## config.mk

```make
export PLATFORM = sky130hd
export DESIGN_NAME = three_phase_period_consensus
export DESIGN_NICKNAME = d
export VERILOG_FILES = /design/src/rtl/tppc_pkg.sv /design/src/rtl/tppc_ram.sv /design/src/rtl/tppc_queue.sv /design/src/rtl/tppc_front.sv /design/src/rtl/tppc_back.sv /design/src/rtl/three_phase_period_consensus.sv
export SDC_FILE = /design/constraint.sdc
export NUM_CORES = 2
export LEC_CHECK = 0
export ABC_AREA = 1
export BUFFER_PORTS_ARGS = -buffer_cell sky130_fd_sc_hd__buf_2
export CORE_UTILIZATION = 60
export DETAILED_ROUTE_END_ITERATION = 6
export PLACE_DENSITY = 0.88
export SYNTH_ARGS = -nofsm -noshare
export SYNTH_HDL_FRONTEND = slang
export SYNTH_HIERARCHICAL = 1
export SYNTH_SLANG_ARGS = --single-unit
```

## constraint.sdc

```tcl
create_clock -name clk -period 8.4 [get_ports clk]
set_input_delay 1.68 -clock clk [delete_from_list [all_inputs] [get_ports clk]]
set_output_delay 1.68 -clock clk [all_outputs]
set_load 0.02 [all_outputs]
```

## src/rtl/tppc_pkg.sv

```systemverilog
`default_nettype none

package tppc_pkg;

	localparam int TS_W           = 16;
	localparam int PHASE_W        = 2;
	localparam int PCT_W          = 7;
	localparam int CFG_IDX_W      = 2;
	localparam int RING_DEPTH_DEF = 4;
	localparam int PHASES_DEF     = 3;
	localparam int QUEUE_DEPTH    = 2;

	// deviation times 100 against average times percent
	localparam int SCALED_W = TS_W + PCT_W;

	// reset values of the registers
	localparam logic [PCT_W-1:0] RST_TOL_PCT  = 7'd25;
	localparam logic [PCT_W-1:0] RST_CONS_PCT = 7'd15;
	localparam logic [TS_W-1:0]  RST_MIN      = 16'd50;
	localparam logic [TS_W-1:0]  RST_MAX      = 16'd50000;
	localparam logic [PCT_W-1:0] PCT_SCALE    = 7'd100;

	// register indexes
	localparam logic [CFG_IDX_W-1:0] REG_TOL_PCT  = 2'd0;
	localparam logic [CFG_IDX_W-1:0] REG_CONS_PCT = 2'd1;
	localparam logic [CFG_IDX_W-1:0] REG_MIN      = 2'd2;
	localparam logic [CFG_IDX_W-1:0] REG_MAX      = 2'd3;

	// input commands
	localparam logic CMD_CAPTURE = 1'b0;
	localparam logic CMD_CLEAR   = 1'b1;

	// job kinds handed from front to back
	localparam logic [1:0] JOB_CLEAR = 2'd0;  // wipe all stores
	localparam logic [1:0] JOB_ADD   = 2'd1;  // store period, report phase
	localparam logic [1:0] JOB_LOOK  = 2'd2;  // no period, report phase
	localparam logic [1:0] JOB_NONE  = 2'd3;  // phase out of range

	// cross-phase divide by 2 or 3 as multiply and shift
	localparam int CONS_SUM_W = TS_W + 2;
	localparam int CONS_MUL_W = 20;
	localparam int CONS_SH    = 20;
	localparam int CONS_PROD_W = CONS_SUM_W + CONS_MUL_W;

	typedef struct packed {
		logic              cmd;
		logic [PHASE_W-1:0] phase;
		logic [TS_W-1:0]   timestamp;
	} item_t;

	typedef struct packed {
		logic [TS_W-1:0] phase_average_period;
		logic            phase_consistent;
		logic [TS_W-1:0] consensus_period;
		logic            measurement_ready;
		logic [1:0]      active_phases;
	} result_t;

	typedef struct packed {
		logic [PCT_W-1:0] tolerance_pct;
		logic [PCT_W-1:0] consensus_pct;
		logic [TS_W-1:0]  min_period;
		logic [TS_W-1:0]  max_period;
	} cfg_t;

	typedef struct packed {
		logic [1:0]         kind;
		logic [PHASE_W-1:0] phase;
		logic [TS_W-1:0]    period;
	} job_t;

	// reciprocal for dividing a sum of at most three averages by n of two or three
	function automatic logic [CONS_MUL_W-1:0] cons_recip(input logic [1:0] n);
		logic [CONS_MUL_W-1:0] r;
		unique case (n)
			2'd3: r = 20'd349526;
			2'd2: r = 20'd524288;
			default: r = '0;
		endcase
		return r;
	endfunction

endpackage

`default_nettype wire

```

## src/rtl/tppc_ram.sv

```systemverilog
`default_nettype none

module tppc_ram #(
	parameter int WIDTH = 16,
	parameter int DEPTH = 16
) (
	input  wire logic                     clk,
	input  wire logic                     we,
	input  wire logic [$clog2(DEPTH)-1:0] waddr,
	input  wire logic [WIDTH-1:0]         wdata,
	input  wire logic [$clog2(DEPTH)-1:0] raddr,
	output logic      [WIDTH-1:0]         rdata
);

	logic [WIDTH-1:0] mem_q [DEPTH];

	always_ff @(posedge clk) begin
		if (we) begin
			mem_q[waddr] <= wdata;
		end
		rdata <= mem_q[raddr];
	end

endmodule

`default_nettype wire

```

## src/rtl/tppc_queue.sv

```systemverilog
`default_nettype none

module tppc_queue (
	input  wire logic          clk,
	input  wire logic          arst_n,
	input  wire logic          push,
	output logic               full,
	input  wire tppc_pkg::job_t data_in,
	input  wire logic          pop,
	output logic               empty,
	output tppc_pkg::job_t     data_out
);
	import tppc_pkg::*;

	localparam int QW = $clog2(QUEUE_DEPTH);
	localparam int CW = $clog2(QUEUE_DEPTH + 1);

	job_t          mem_q [QUEUE_DEPTH];
	logic [QW-1:0] wp_q;
	logic [QW-1:0] rp_q;
	logic [CW-1:0] cnt_q;
	logic          do_push;
	logic          do_pop;

	assign full     = (cnt_q == CW'(QUEUE_DEPTH));
	assign empty    = (cnt_q == '0);
	assign do_push  = push && !full;
	assign do_pop   = pop && !empty;
	assign data_out = mem_q[rp_q];

	always_ff @(posedge clk or negedge arst_n) begin
		if (!arst_n) begin
			wp_q  <= '0;
			rp_q  <= '0;
			cnt_q <= '0;
		end else begin
			if (do_push) begin
				wp_q <= (wp_q == QW'(QUEUE_DEPTH - 1)) ? '0 : wp_q + 1'b1;
			end
			if (do_pop) begin
				rp_q <= (rp_q == QW'(QUEUE_DEPTH - 1)) ? '0 : rp_q + 1'b1;
			end
			if (do_push && !do_pop) begin
				cnt_q <= cnt_q + 1'b1;
			end else if (do_pop && !do_push) begin
				cnt_q <= cnt_q - 1'b1;
			end
		end
	end

	always_ff @(posedge clk) begin
		if (do_push) begin
			mem_q[wp_q] <= data_in;
		end
	end

endmodule

`default_nettype wire

```

## src/rtl/tppc_front.sv

```systemverilog
`default_nettype none

module tppc_front #(
	parameter int PHASES = tppc_pkg::PHASES_DEF
) (
	input  wire logic           clk,
	input  wire logic           arst_n,
	input  wire logic           push,
	output logic                full,
	input  wire tppc_pkg::item_t item,
	input  wire tppc_pkg::cfg_t  cfg,
	input  wire logic           q_full,
	output logic                q_push,
	output tppc_pkg::job_t      q_data
);
	import tppc_pkg::*;

	localparam int PH_IW = $clog2(PHASES);

	logic [TS_W-1:0]  last_q [PHASES];
	logic [PH_IW-1:0] ph_idx;
	logic             ph_ok;
	logic [TS_W-1:0]  last;
	logic [TS_W-1:0]  period;
	logic             in_window;

	assign full   = q_full;
	assign q_push = push && !q_full;
	assign ph_idx = item.phase[PH_IW-1:0];
	assign ph_ok  = (item.phase < PHASE_W'(PHASES));
	assign last   = last_q[ph_idx];
	// wraps modulo the timer width
	assign period = item.timestamp - last;
	assign in_window = (last != '0) && (period > cfg.min_period) && (period < cfg.max_period);

	always_comb begin
		q_data.phase  = item.phase;
		q_data.period = period;
		if (item.cmd == CMD_CLEAR) begin
			q_data.kind = JOB_CLEAR;
		end else if (!ph_ok) begin
			q_data.kind = JOB_NONE;
		end else if (in_window) begin
			q_data.kind = JOB_ADD;
		end else begin
			q_data.kind = JOB_LOOK;
		end
	end

	always_ff @(posedge clk or negedge arst_n) begin
		if (!arst_n) begin
			for (int p = 0; p < PHASES; p++) begin
				last_q[p] <= '0;
			end
		end else if (q_push) begin
			if (item.cmd == CMD_CLEAR) begin
				for (int p = 0; p < PHASES; p++) begin
					last_q[p] <= '0;
				end
			end else if (ph_ok) begin
				last_q[ph_idx] <= item.timestamp;
			end
		end
	end

endmodule

`default_nettype wire

```

## src/rtl/tppc_back.sv

```systemverilog
`default_nettype none

module tppc_back #(
	parameter int RING_DEPTH = tppc_pkg::RING_DEPTH_DEF,
	parameter int PHASES     = tppc_pkg::PHASES_DEF
) (
	input  wire logic           clk,
	input  wire logic           arst_n,
	input  wire tppc_pkg::cfg_t  cfg,
	input  wire logic           q_empty,
	output logic                q_pop,
	input  wire tppc_pkg::job_t  q_data,
	output logic                empty,
	input  wire logic           pop,
	output tppc_pkg::result_t   result
);
	import tppc_pkg::*;

	localparam int PH_IW  = $clog2(PHASES);
	localparam int IW     = $clog2(RING_DEPTH);
	localparam int FW     = $clog2(RING_DEPTH + 1);
	localparam int RAM_D  = PHASES << IW;
	localparam int AW     = $clog2(RAM_D);
	localparam int SUM_W  = TS_W + IW;
	localparam int AVG_SH = SUM_W + IW;
	localparam int AM_W   = SUM_W + 1;
	localparam int PROD_W = SUM_W + AM_W;
	localparam longint unsigned AVG_MUL_L =
		((64'd1 << AVG_SH) + RING_DEPTH - 1) / RING_DEPTH;
	localparam logic [AM_W-1:0] AVG_MUL = AM_W'(AVG_MUL_L);

	localparam logic [3:0] ST_IDLE = 4'd0;
	localparam logic [3:0] ST_ADD  = 4'd1;
	localparam logic [3:0] ST_SCAN = 4'd2;
	localparam logic [3:0] ST_DIV  = 4'd3;
	localparam logic [3:0] ST_TOL  = 4'd4;
	localparam logic [3:0] ST_C0   = 4'd5;
	localparam logic [3:0] ST_C1   = 4'd6;
	localparam logic [3:0] ST_C2   = 4'd7;
	localparam logic [3:0] ST_C3   = 4'd8;
	localparam logic [3:0] ST_C4   = 4'd9;
	localparam logic [3:0] ST_FIN  = 4'd10;

	logic [3:0]       state_q;
	job_t             job_q;
	logic [IW-1:0]    ptr_q   [PHASES];
	logic [FW-1:0]    fill_q  [PHASES];
	logic [TS_W-1:0]  avg_q   [PHASES];
	logic             ok_q    [PHASES];
	logic [TS_W-1:0]  hold_q;
	logic             out_vld_q;
	result_t          out_q;

	// scan control
	logic [FW-1:0]    cnt_q;
	logic             pass_q;
	logic             rv_q;
	logic             rl_q;
	logic             bad_q;

	// arithmetic payload
	logic [SUM_W-1:0]       acc_q;
	logic [PROD_W-1:0]      prod_q;
	logic [SCALED_W-1:0]    tol_q;
	logic [PHASES-1:0]      sel_q;
	logic [1:0]             n_q;
	logic [CONS_SUM_W-1:0]  csum_q;
	logic [CONS_PROD_W-1:0] cprod_q;
	logic [TS_W-1:0]        mean_q;
	logic [SCALED_W-1:0]    ctol_q;
	logic [CONS_SUM_W-1:0]  asum_q;
	logic [1:0]             acnt_q;
	logic [CONS_PROD_W-1:0] aprod_q;

	logic [PH_IW-1:0] ph_idx;
	logic             ram_we;
	logic [AW-1:0]    ram_waddr;
	logic [AW-1:0]    ram_raddr;
	logic [TS_W-1:0]  ram_rdata;
	logic             issue;
	logic [TS_W-1:0]  avg_cur;
	logic [TS_W-1:0]  diff_r;
	logic             bad_now;
	logic [TS_W-1:0]  avg_new;
	logic [TS_W-1:0]  mean_new;
	logic [PHASES-1:0]     sel_c;
	logic [1:0]            n_c;
	logic [CONS_SUM_W-1:0] csum_c;
	logic [CONS_SUM_W-1:0] asum_c;
	logic [1:0]            acnt_c;
	logic [TS_W-1:0]       adiff;
	logic [TS_W-1:0]  hold_new;
	logic             ready_new;
	logic             out_wr;
	result_t          out_d;

	assign ph_idx    = job_q.phase[PH_IW-1:0];
	assign ram_we    = (state_q == ST_ADD);
	assign ram_waddr = {ph_idx, ptr_q[ph_idx]};
	assign ram_raddr = {ph_idx, cnt_q[IW-1:0]};
	assign issue     = (cnt_q != FW'(RING_DEPTH));
	assign avg_cur   = avg_q[ph_idx];
	assign diff_r    = (ram_rdata >= avg_cur) ? ram_rdata - avg_cur : avg_cur - ram_rdata;
	assign bad_now   = (SCALED_W'(diff_r) * SCALED_W'(PCT_SCALE)) > tol_q;
	assign avg_new   = prod_q[AVG_SH +: TS_W];
	assign mean_new  = cprod_q[CONS_SH +: TS_W];
	assign q_pop     = (state_q == ST_IDLE) && !q_empty;
	assign out_wr    = (state_q == ST_FIN) && (!out_vld_q || pop);
	assign empty     = !out_vld_q;
	assign result    = out_q;

	tppc_ram #(
		.WIDTH(TS_W),
		.DEPTH(RAM_D)
	) u_ring (
		.clk  (clk),
		.we   (ram_we),
		.waddr(ram_waddr),
		.wdata(job_q.period),
		.raddr(ram_raddr),
		.rdata(ram_rdata)
	);

	// full and consistent phases
	always_comb begin
		n_c    = '0;
		csum_c = '0;
		for (int p = 0; p < PHASES; p++) begin
			sel_c[p] = ok_q[p] && (fill_q[p] == FW'(RING_DEPTH));
			if (sel_c[p]) begin
				n_c    = n_c + 2'd1;
				csum_c = csum_c + CONS_SUM_W'(avg_q[p]);
			end
		end
	end

	// phases that agree with the cross-phase mean
	always_comb begin
		acnt_c = '0;
		asum_c = '0;
		adiff  = '0;
		for (int p = 0; p < PHASES; p++) begin
			adiff = (avg_q[p] >= mean_q) ? avg_q[p] - mean_q : mean_q - avg_q[p];
			if (sel_q[p] &&
				((SCALED_W'(adiff) * SCALED_W'(PCT_SCALE)) <= ctol_q)) begin
				acnt_c = acnt_c + 2'd1;
				asum_c = asum_c + CONS_SUM_W'(avg_q[p]);
			end
		end
	end

	always_comb begin
		hold_new  = hold_q;
		ready_new = 1'b0;
		if (n_q == 2'd1) begin
			hold_new  = csum_q[TS_W-1:0];
			ready_new = 1'b1;
		end else if (n_q >= 2'd2 && acnt_q >= 2'd2) begin
			hold_new  = aprod_q[CONS_SH +: TS_W];
			ready_new = 1'b1;
		end
		out_d.consensus_period  = hold_new;
		out_d.measurement_ready = ready_new;
		out_d.active_phases     = n_q;
		if (job_q.kind == JOB_ADD || job_q.kind == JOB_LOOK) begin
			out_d.phase_average_period = avg_cur;
			out_d.phase_consistent     = ok_q[ph_idx];
		end else begin
			out_d.phase_average_period = '0;
			out_d.phase_consistent     = 1'b0;
		end
	end

	always_ff @(posedge clk or negedge arst_n) begin
		if (!arst_n) begin
			state_q   <= ST_IDLE;
			hold_q    <= '0;
			out_vld_q <= 1'b0;
			cnt_q     <= '0;
			pass_q    <= 1'b0;
			rv_q      <= 1'b0;
			rl_q      <= 1'b0;
			bad_q     <= 1'b0;
			for (int p = 0; p < PHASES; p++) begin
				ptr_q[p]  <= '0;
				fill_q[p] <= '0;
				avg_q[p]  <= '0;
				ok_q[p]   <= 1'b0;
			end
		end else begin
			if (out_wr) begin
				out_vld_q <= 1'b1;
			end else if (pop) begin
				out_vld_q <= 1'b0;
			end
			rv_q <= (state_q == ST_SCAN) && issue;
			rl_q <= (state_q == ST_SCAN) && (cnt_q == FW'(RING_DEPTH - 1));
			unique case (state_q)
				ST_IDLE: begin
					if (q_pop) begin
						if (q_data.kind == JOB_CLEAR) begin
							hold_q <= '0;
							for (int p = 0; p < PHASES; p++) begin
								ptr_q[p]  <= '0;
								fill_q[p] <= '0;
								avg_q[p]  <= '0;
								ok_q[p]   <= 1'b0;
							end
						end
						state_q <= (q_data.kind == JOB_ADD) ? ST_ADD : ST_C0;
					end
				end
				ST_ADD: begin
					ptr_q[ph_idx] <= (ptr_q[ph_idx] == IW'(RING_DEPTH - 1)) ?
						'0 : ptr_q[ph_idx] + 1'b1;
					if (fill_q[ph_idx] != FW'(RING_DEPTH)) begin
						fill_q[ph_idx] <= fill_q[ph_idx] + 1'b1;
					end
					if (fill_q[ph_idx] >= FW'(RING_DEPTH - 1)) begin
						state_q <= ST_SCAN;
						cnt_q   <= '0;
						pass_q  <= 1'b0;
					end else begin
						state_q <= ST_C0;
					end
				end
				ST_SCAN: begin
					if (issue) begin
						cnt_q <= cnt_q + 1'b1;
					end
					if (rv_q) begin
						bad_q <= bad_q | bad_now;
					end
					if (rv_q && rl_q) begin
						if (pass_q) begin
							ok_q[ph_idx] <= !(bad_q | bad_now);
							state_q      <= ST_C0;
						end else begin
							state_q <= ST_DIV;
						end
					end
				end
				ST_DIV: begin
					state_q <= ST_TOL;
				end
				ST_TOL: begin
					avg_q[ph_idx] <= avg_new;
					state_q       <= ST_SCAN;
					cnt_q         <= '0;
					pass_q        <= 1'b1;
					bad_q         <= 1'b0;
				end
				ST_C0: state_q <= ST_C1;
				ST_C1: state_q <= ST_C2;
				ST_C2: state_q <= ST_C3;
				ST_C3: state_q <= ST_C4;
				ST_C4: state_q <= ST_FIN;
				ST_FIN: begin
					if (out_wr) begin
						hold_q  <= hold_new;
						state_q <= ST_IDLE;
					end
				end
				default: state_q <= ST_IDLE;
			endcase
		end
	end

	// datapath registers
	always_ff @(posedge clk) begin
		if (q_pop) begin
			job_q <= q_data;
		end
		if (state_q == ST_ADD) begin
			acc_q <= '0;
		end else if (state_q == ST_SCAN && rv_q && !pass_q) begin
			acc_q <= acc_q + SUM_W'(ram_rdata);
		end
		if (state_q == ST_DIV) begin
			prod_q <= PROD_W'(acc_q) * PROD_W'(AVG_MUL);
		end
		if (state_q == ST_TOL) begin
			tol_q <= SCALED_W'(avg_new) * SCALED_W'(cfg.tolerance_pct);
		end
		if (state_q == ST_C0) begin
			sel_q  <= sel_c;
			n_q    <= n_c;
			csum_q <= csum_c;
		end
		if (state_q == ST_C1) begin
			cprod_q <= CONS_PROD_W'(csum_q) * CONS_PROD_W'(cons_recip(n_q));
		end
		if (state_q == ST_C2) begin
			mean_q <= mean_new;
			ctol_q <= SCALED_W'(mean_new) * SCALED_W'(cfg.consensus_pct);
		end
		if (state_q == ST_C3) begin
			asum_q <= asum_c;
			acnt_q <= acnt_c;
		end
		if (state_q == ST_C4) begin
			aprod_q <= CONS_PROD_W'(asum_q) * CONS_PROD_W'(cons_recip(acnt_q));
		end
		if (out_wr) begin
			out_q <= out_d;
		end
	end

`ifndef SYNTHESIS
	a_clear_result: assert property (@(posedge clk) disable iff (!arst_n)
		(out_wr && job_q.kind == JOB_CLEAR) |->
		(out_d.active_phases == 2'd0 && out_d.consensus_period == '0 &&
		 !out_d.measurement_ready))
		else $error("clear beat left measurement state behind");

	a_ready_active: assert property (@(posedge clk) disable iff (!arst_n)
		(out_wr && out_d.measurement_ready) |-> (out_d.active_phases != 2'd0))
		else $error("ready reported with no active phase");

	a_one_result: assert property (@(posedge clk) disable iff (!arst_n)
		out_wr |=> (state_q == ST_IDLE && out_vld_q))
		else $error("result beat not followed by idle with result held");

	a_read_in_scan: assert property (@(posedge clk) disable iff (!arst_n)
		rv_q |-> $past(state_q == ST_SCAN))
		else $error("ring data valid without a scan read");
`endif

endmodule

`default_nettype wire

```

## src/rtl/three_phase_period_consensus.sv

```systemverilog
`default_nettype none

// Zero-crossing period consensus for up to three motor phases. Each input beat is a capture
// (phase, 16-bit timer stamp) or a clear; each produces exactly one result beat, in order,
// with the addressed phase's average period and consistency flag, the held consensus period,
// the ready flag and the count of full, consistent phases. A stamp of zero marks "no previous
// capture", so it forms no period and the next capture on that phase starts fresh. The front
// end takes a beat in every cycle that full is low, forms the wrapped period against the last
// stamp of that phase, checks the min/max window and queues a job in a two-entry queue. The
// back end runs one job at a time on a sequencer: a capture that fills or refreshes a full
// ring walks its RING_DEPTH entries (four by default) twice, one entry a cycle (sum, then
// tolerance check); a capture that leaves the ring not yet full only stores its period, and
// neither it nor a clear or a dropped capture walks the ring at all. Divides by the ring
// depth and by two or three are done as registered multiplies by a reciprocal; percentage
// limits are checked as deviation*100 against average*percent, with no divider at all. A
// finished result waits in the output register while the back end starts on the next job.
// Registers (index: tolerance_pct 0, consensus_pct 1, min_period 2, max_period 3) are written
// through the cfg port, which is always ready, and should only be written while no beat is
// in flight.
module three_phase_period_consensus #(
	parameter int RING_DEPTH = tppc_pkg::RING_DEPTH_DEF,
	parameter int PHASES     = tppc_pkg::PHASES_DEF
) (
	input  wire logic                              clk,
	input  wire logic                              arst_n,
	// capture side
	input  wire logic                              push,
	output logic                                   full,
	input  wire tppc_pkg::item_t                   item,
	// result side
	output logic                                   empty,
	input  wire logic                              pop,
	output tppc_pkg::result_t                      result,
	// register writes
	input  wire logic                              cfg_valid,
	output logic                                   cfg_ready,
	input  wire logic [tppc_pkg::CFG_IDX_W-1:0]    cfg_index,
	input  wire logic [tppc_pkg::TS_W-1:0]         cfg_data
);
	import tppc_pkg::*;

	cfg_t cfg_q;
	logic q_push;
	logic q_full;
	job_t q_wdata;
	logic q_pop;
	logic q_empty;
	job_t q_rdata;

	// register file, write beats land immediately
	assign cfg_ready = 1'b1;

	always_ff @(posedge clk or negedge arst_n) begin
		if (!arst_n) begin
			cfg_q.tolerance_pct <= RST_TOL_PCT;
			cfg_q.consensus_pct <= RST_CONS_PCT;
			cfg_q.min_period    <= RST_MIN;
			cfg_q.max_period    <= RST_MAX;
		end else if (cfg_valid && cfg_ready) begin
			unique case (cfg_index)
				REG_TOL_PCT:  cfg_q.tolerance_pct <= cfg_data[PCT_W-1:0];
				REG_CONS_PCT: cfg_q.consensus_pct <= cfg_data[PCT_W-1:0];
				REG_MIN:      cfg_q.min_period    <= cfg_data;
				REG_MAX:      cfg_q.max_period    <= cfg_data;
				default: begin
				end
			endcase
		end
	end

	// front: last stamp per phase, period and window check
	tppc_front #(
		.PHASES(PHASES)
	) u_front (
		.clk   (clk),
		.arst_n(arst_n),
		.push  (push),
		.full  (full),
		.item  (item),
		.cfg   (cfg_q),
		.q_full(q_full),
		.q_push(q_push),
		.q_data(q_wdata)
	);

	// decouples capture acceptance from the back-end sequencer
	tppc_queue u_queue (
		.clk     (clk),
		.arst_n  (arst_n),
		.push    (q_push),
		.full    (q_full),
		.data_in (q_wdata),
		.pop     (q_pop),
		.empty   (q_empty),
		.data_out(q_rdata)
	);

	// back: ring store, averaging, consistency and consensus
	tppc_back #(
		.RING_DEPTH(RING_DEPTH),
		.PHASES    (PHASES)
	) u_back (
		.clk    (clk),
		.arst_n (arst_n),
		.cfg    (cfg_q),
		.q_empty(q_empty),
		.q_pop  (q_pop),
		.q_data (q_rdata),
		.empty  (empty),
		.pop    (pop),
		.result (result)
	);

endmodule

`default_nettype wire
```

==> flow_summary.ini <==
[run_status]
outcome = finished with violations
violations = antenna rules

[yosys]
syn_area_per_cell_um2 = 8.046
ys_seq_area_share_pct = 27.80
yosysWarningCount = 6
synthCells = 8381
synth-seq-cells = 667
yosysUniqueCellTypes = 68
synth_nets = 9727
syn_area_mm2 = 0.06743

[placement]
place_inst = 10090
gp_congestion = 1.039
port_buffers = 79
dp_hpwl_um = 158400

[timing]
finalHoldViolCount = 0
fin_worst_skew_ps = 55.59
relSlewSlack_pct = 17.30
post-route-period-util_pct = 99.02
min_period_ps = 8318
rsz0062_at_grt = yes
setup_viol = 0
slew_violations = 0
fmax_ghz = 0.1202
tightest_slew_ps = 1239

[die]
start_util_pct = 60.76
num_rows = 122
die_w_um = 337.2
dieArea_mm2 = 0.1137
io_pins = 81
die_y_um = 337.2
core_mm2 = 0.1110

[worst_setup_path]
r2r-start = u_back/mean_q[11]
crit_arrival_ps = 8680
worst_path_most_repeated_cell = nand2_2
cp-start-kind = flop
critical_path_required_ps = 8760
slowest_stage = fa_1
crit_type = flop to flop
reg2reg_to = u_back/asum_q[7]
rr_worst_depth = 52
r2r_slack_ps = 80
cp_max_fo = 5
critPathMaxStageDelay_ps = 550
cp-end-kind = flop

[global_route]
busiest_layer = met2
grt.overflow.total = 0
grt_use_met1_pct = 46.58
grt_pass1_vias = 58110
grtUsageTotal_pct = 35.15
grt_max_degree = 104
grt_util_met2_pct = 56.67
grt_antenna_before_repair = 9
grt_pass1_wl_um = 312300
use_met3_pct = 5.954

[routing]
ant_nets = 1
avgViaCountPerCell = 5.795
wl_per_cell_um = 19.81
dr.pass1.iters = 7
drtIter0Drc = 5887
vias = 59430
drcViolationCount = 0
drt-total-wl_um = 203200

[clock_tree]
numCtsBuffers = 71
holdBufCountCts = 0
cts_root_buf = clkbuf_16
htree_levels = 3
clock_latency_ps = 670
cts_tree = built
cts_sinks = 667
path_clk_slew_ps = 70
clk_path_buf_depth = 3

[worst_hold_path]
whs_endpoint = u_back/prod_q[32]
hp-start = u_back/acc_q[14]
holdPathStages = 0
hold_path.class = flop to flop

[cells_and_area]
fin_nets = 10050
finalNonFillerCells = 10260
area_growth_pct = 12.09
layout-drive-gt1-share_pct = 10.87

[run]
maxCapViolCount = 0
metal layers:
layer	share of wire [%]	vias up
met5	0.023	-
met4	4.8	8
met3	9.3	601
met2	46	2915
met1	40	28310
li1	-	27600
sequential cells by signal, indices dropped and copies added (netlist names), 23 cells and up:
register	cells
u_queue/mem_q	40
u_back/ctol_q	23
cfg_q	46
u_back/tol_q	23
u_back/result	36
u_front/last_q	48
u_back/avg_q	48
u_back/u_ring/mem_q	192
cells in the final DEF (no fill, tap or decap), types with 57 or more instances in the layout:
master,netlist,routed
edfxtp_1,441,441
o22ai_1,114,114
inv_1,1624,1592
o21ai_0,319,291
a21oi_1,452,405
ha_4,0,57
fa_1,410,407
clkbuf_16,0,74
buf_2,63,78
nor2_1,562,538
nand3_1,415,399
buf_4,27,349
xor2_1,176,175
xnor2_1,89,85
dfrtp_1,176,175
nand2_1,1894,1838
nand4_1,89,89
ha_1,894,834
cells in the mapped netlist (all sizes together):
| master | n | share of area [%] |
|---|---|---|
| a211oi | 4 | 0.045 |
| a21boi | 21 | 0.24 |
| a21o | 40 | 0.45 |
| a21oi | 459 | 3.5 |
| a221oi | 19 | 0.27 |
| a22oi | 12 | 0.13 |
| a31o | 1 | 0.013 |
| a31oi | 22 | 0.20 |
| and2 | 19 | 0.18 |
| and3 | 5 | 0.046 |
| buf | 106 | 1.0 |
| clkbuf | 91 | 0.52 |
| clkinv | 1 | 0.0056 |
| conb | 1 | 0.0056 |
| dfrtp | 176 | 6.5 |
| dfstp | 16 | 0.62 |
| dfxtp | 34 | 1.0 |
| edfxtp | 441 | 20 |
| fa | 410 | 12 |
| ha | 894 | 17 |
| inv | 1651 | 9.2 |
| nand2 | 1904 | 11 |
| nand2b | 1 | 0.0093 |
| nand3 | 432 | 3.3 |
| nand3b | 24 | 0.27 |
| nand4 | 89 | 0.83 |
| nor2 | 582 | 3.4 |
| nor3 | 47 | 0.38 |
| nor3b | 2 | 0.022 |
| nor4 | 14 | 0.17 |
| o211ai | 21 | 0.26 |
| o21a | 40 | 0.45 |
| o21ai | 356 | 2.7 |
| o21bai | 54 | 0.60 |
| o221ai | 3 | 0.039 |
| o22ai | 114 | 1.1 |
| o311ai | 1 | 0.013 |
| o31ai | 2 | 0.022 |
| or2 | 7 | 0.065 |
| xnor2 | 89 | 1.2 |
| xor2 | 176 | 2.3 |
how the worst max path moves through the flow:
| stage | slack (ps) | endpoint | startpoint | cells after the start |
|---|---|---|---|---|
| 6_report | 80 | u_back/asum_q[7] | u_back/mean_q[11] | 52 |
| 5_1_grt | -310 | u_back/asum_q[7] | u_back/mean_q[0] | 54 |
| 4_1_cts | 1 | u_back/asum_q[16] | u_back/avg_q[32] | 59 |
| 3_5_place_dp | -230 | u_back/asum_q[10] | u_back/avg_q[32] | 53 |
| 3_3_place_gp | -130 | u_back/asum_q[10] | u_back/avg_q[32] | 53 |
| 2_1_floorplan | 410 | u_back/asum_q[15] | u_back/avg_q[32] | 56 |
timing repair:
item / 4_1_cts / 5_1_grt
setup endpoints to repair: 13 / 15
cloned: 0 / 3
pin swaps: 6 / 115
resized for setup: 25 / 330
buffers inserted: 0 / 26
worst max-delay path, delay by kind of cell (launching register included):
kind / cells / cell delay (ps)
DFF: 1 / 450
AOI/OAI and AO/OA: 3 / 400
adders and majority gates: 9 / 2620
xor gates and xnor gates: 3 / 380
buffers and inverters: 13 / 1170
and+or+nand+nor: 24 / 2940
final cells by class:
class / instances / area (um2)
sequential: 667 / 18750
timing repair buffer: 444 / 3262
timing repair inverter: 1 / 6.256
tap: 1488 / 1862
clock buffer: 94 / 1954
multi-input combinational: 5865 / 42950
antenna: 6 / 15.01
fill: 8644 / 35390
clock inverter: 38 / 558.0
inverter: 1652 / 6226
cell families (layout without fill, tap and decap cells):
| family | Yosys count | after routing | share of synthesized area, % |
|---|---|---|---|
| flops | 667 | 667 | 27.80 |
| other cells | 1 | 7 | 0.005561 |
| compound gates | 1169 | 1169 | 9.923 |
| xor+xnor | 265 | 265 | 3.442 |
| simple gates | 3126 | 3126 | 19.31 |
| buf+inv | 1849 | 2229 | 10.76 |
| fa+ha+maj | 1304 | 1304 | 28.76 |
stage by stage:
stage	TNS, ps	hold slack, ps	util, %	setup slack, ps	area [um2]
2_1_floorplan	0	431.5	-	409.6	67430
3_3_place_gp	-734.1	442.3	64.20	-130.4	71240
3_5_place_dp	-1723	452.5	64.20	-228.0	71240
4_1_cts	0	463.1	66.55	1.195	73860
5_1_grt	-2846	483.8	68.10	-306.3	75570
6_report	0	466.6	68.11	81.98	75590
Power is not shown: default switching activity piles up to over one toggle a cycle in this logic, so the estimate is an artifact.
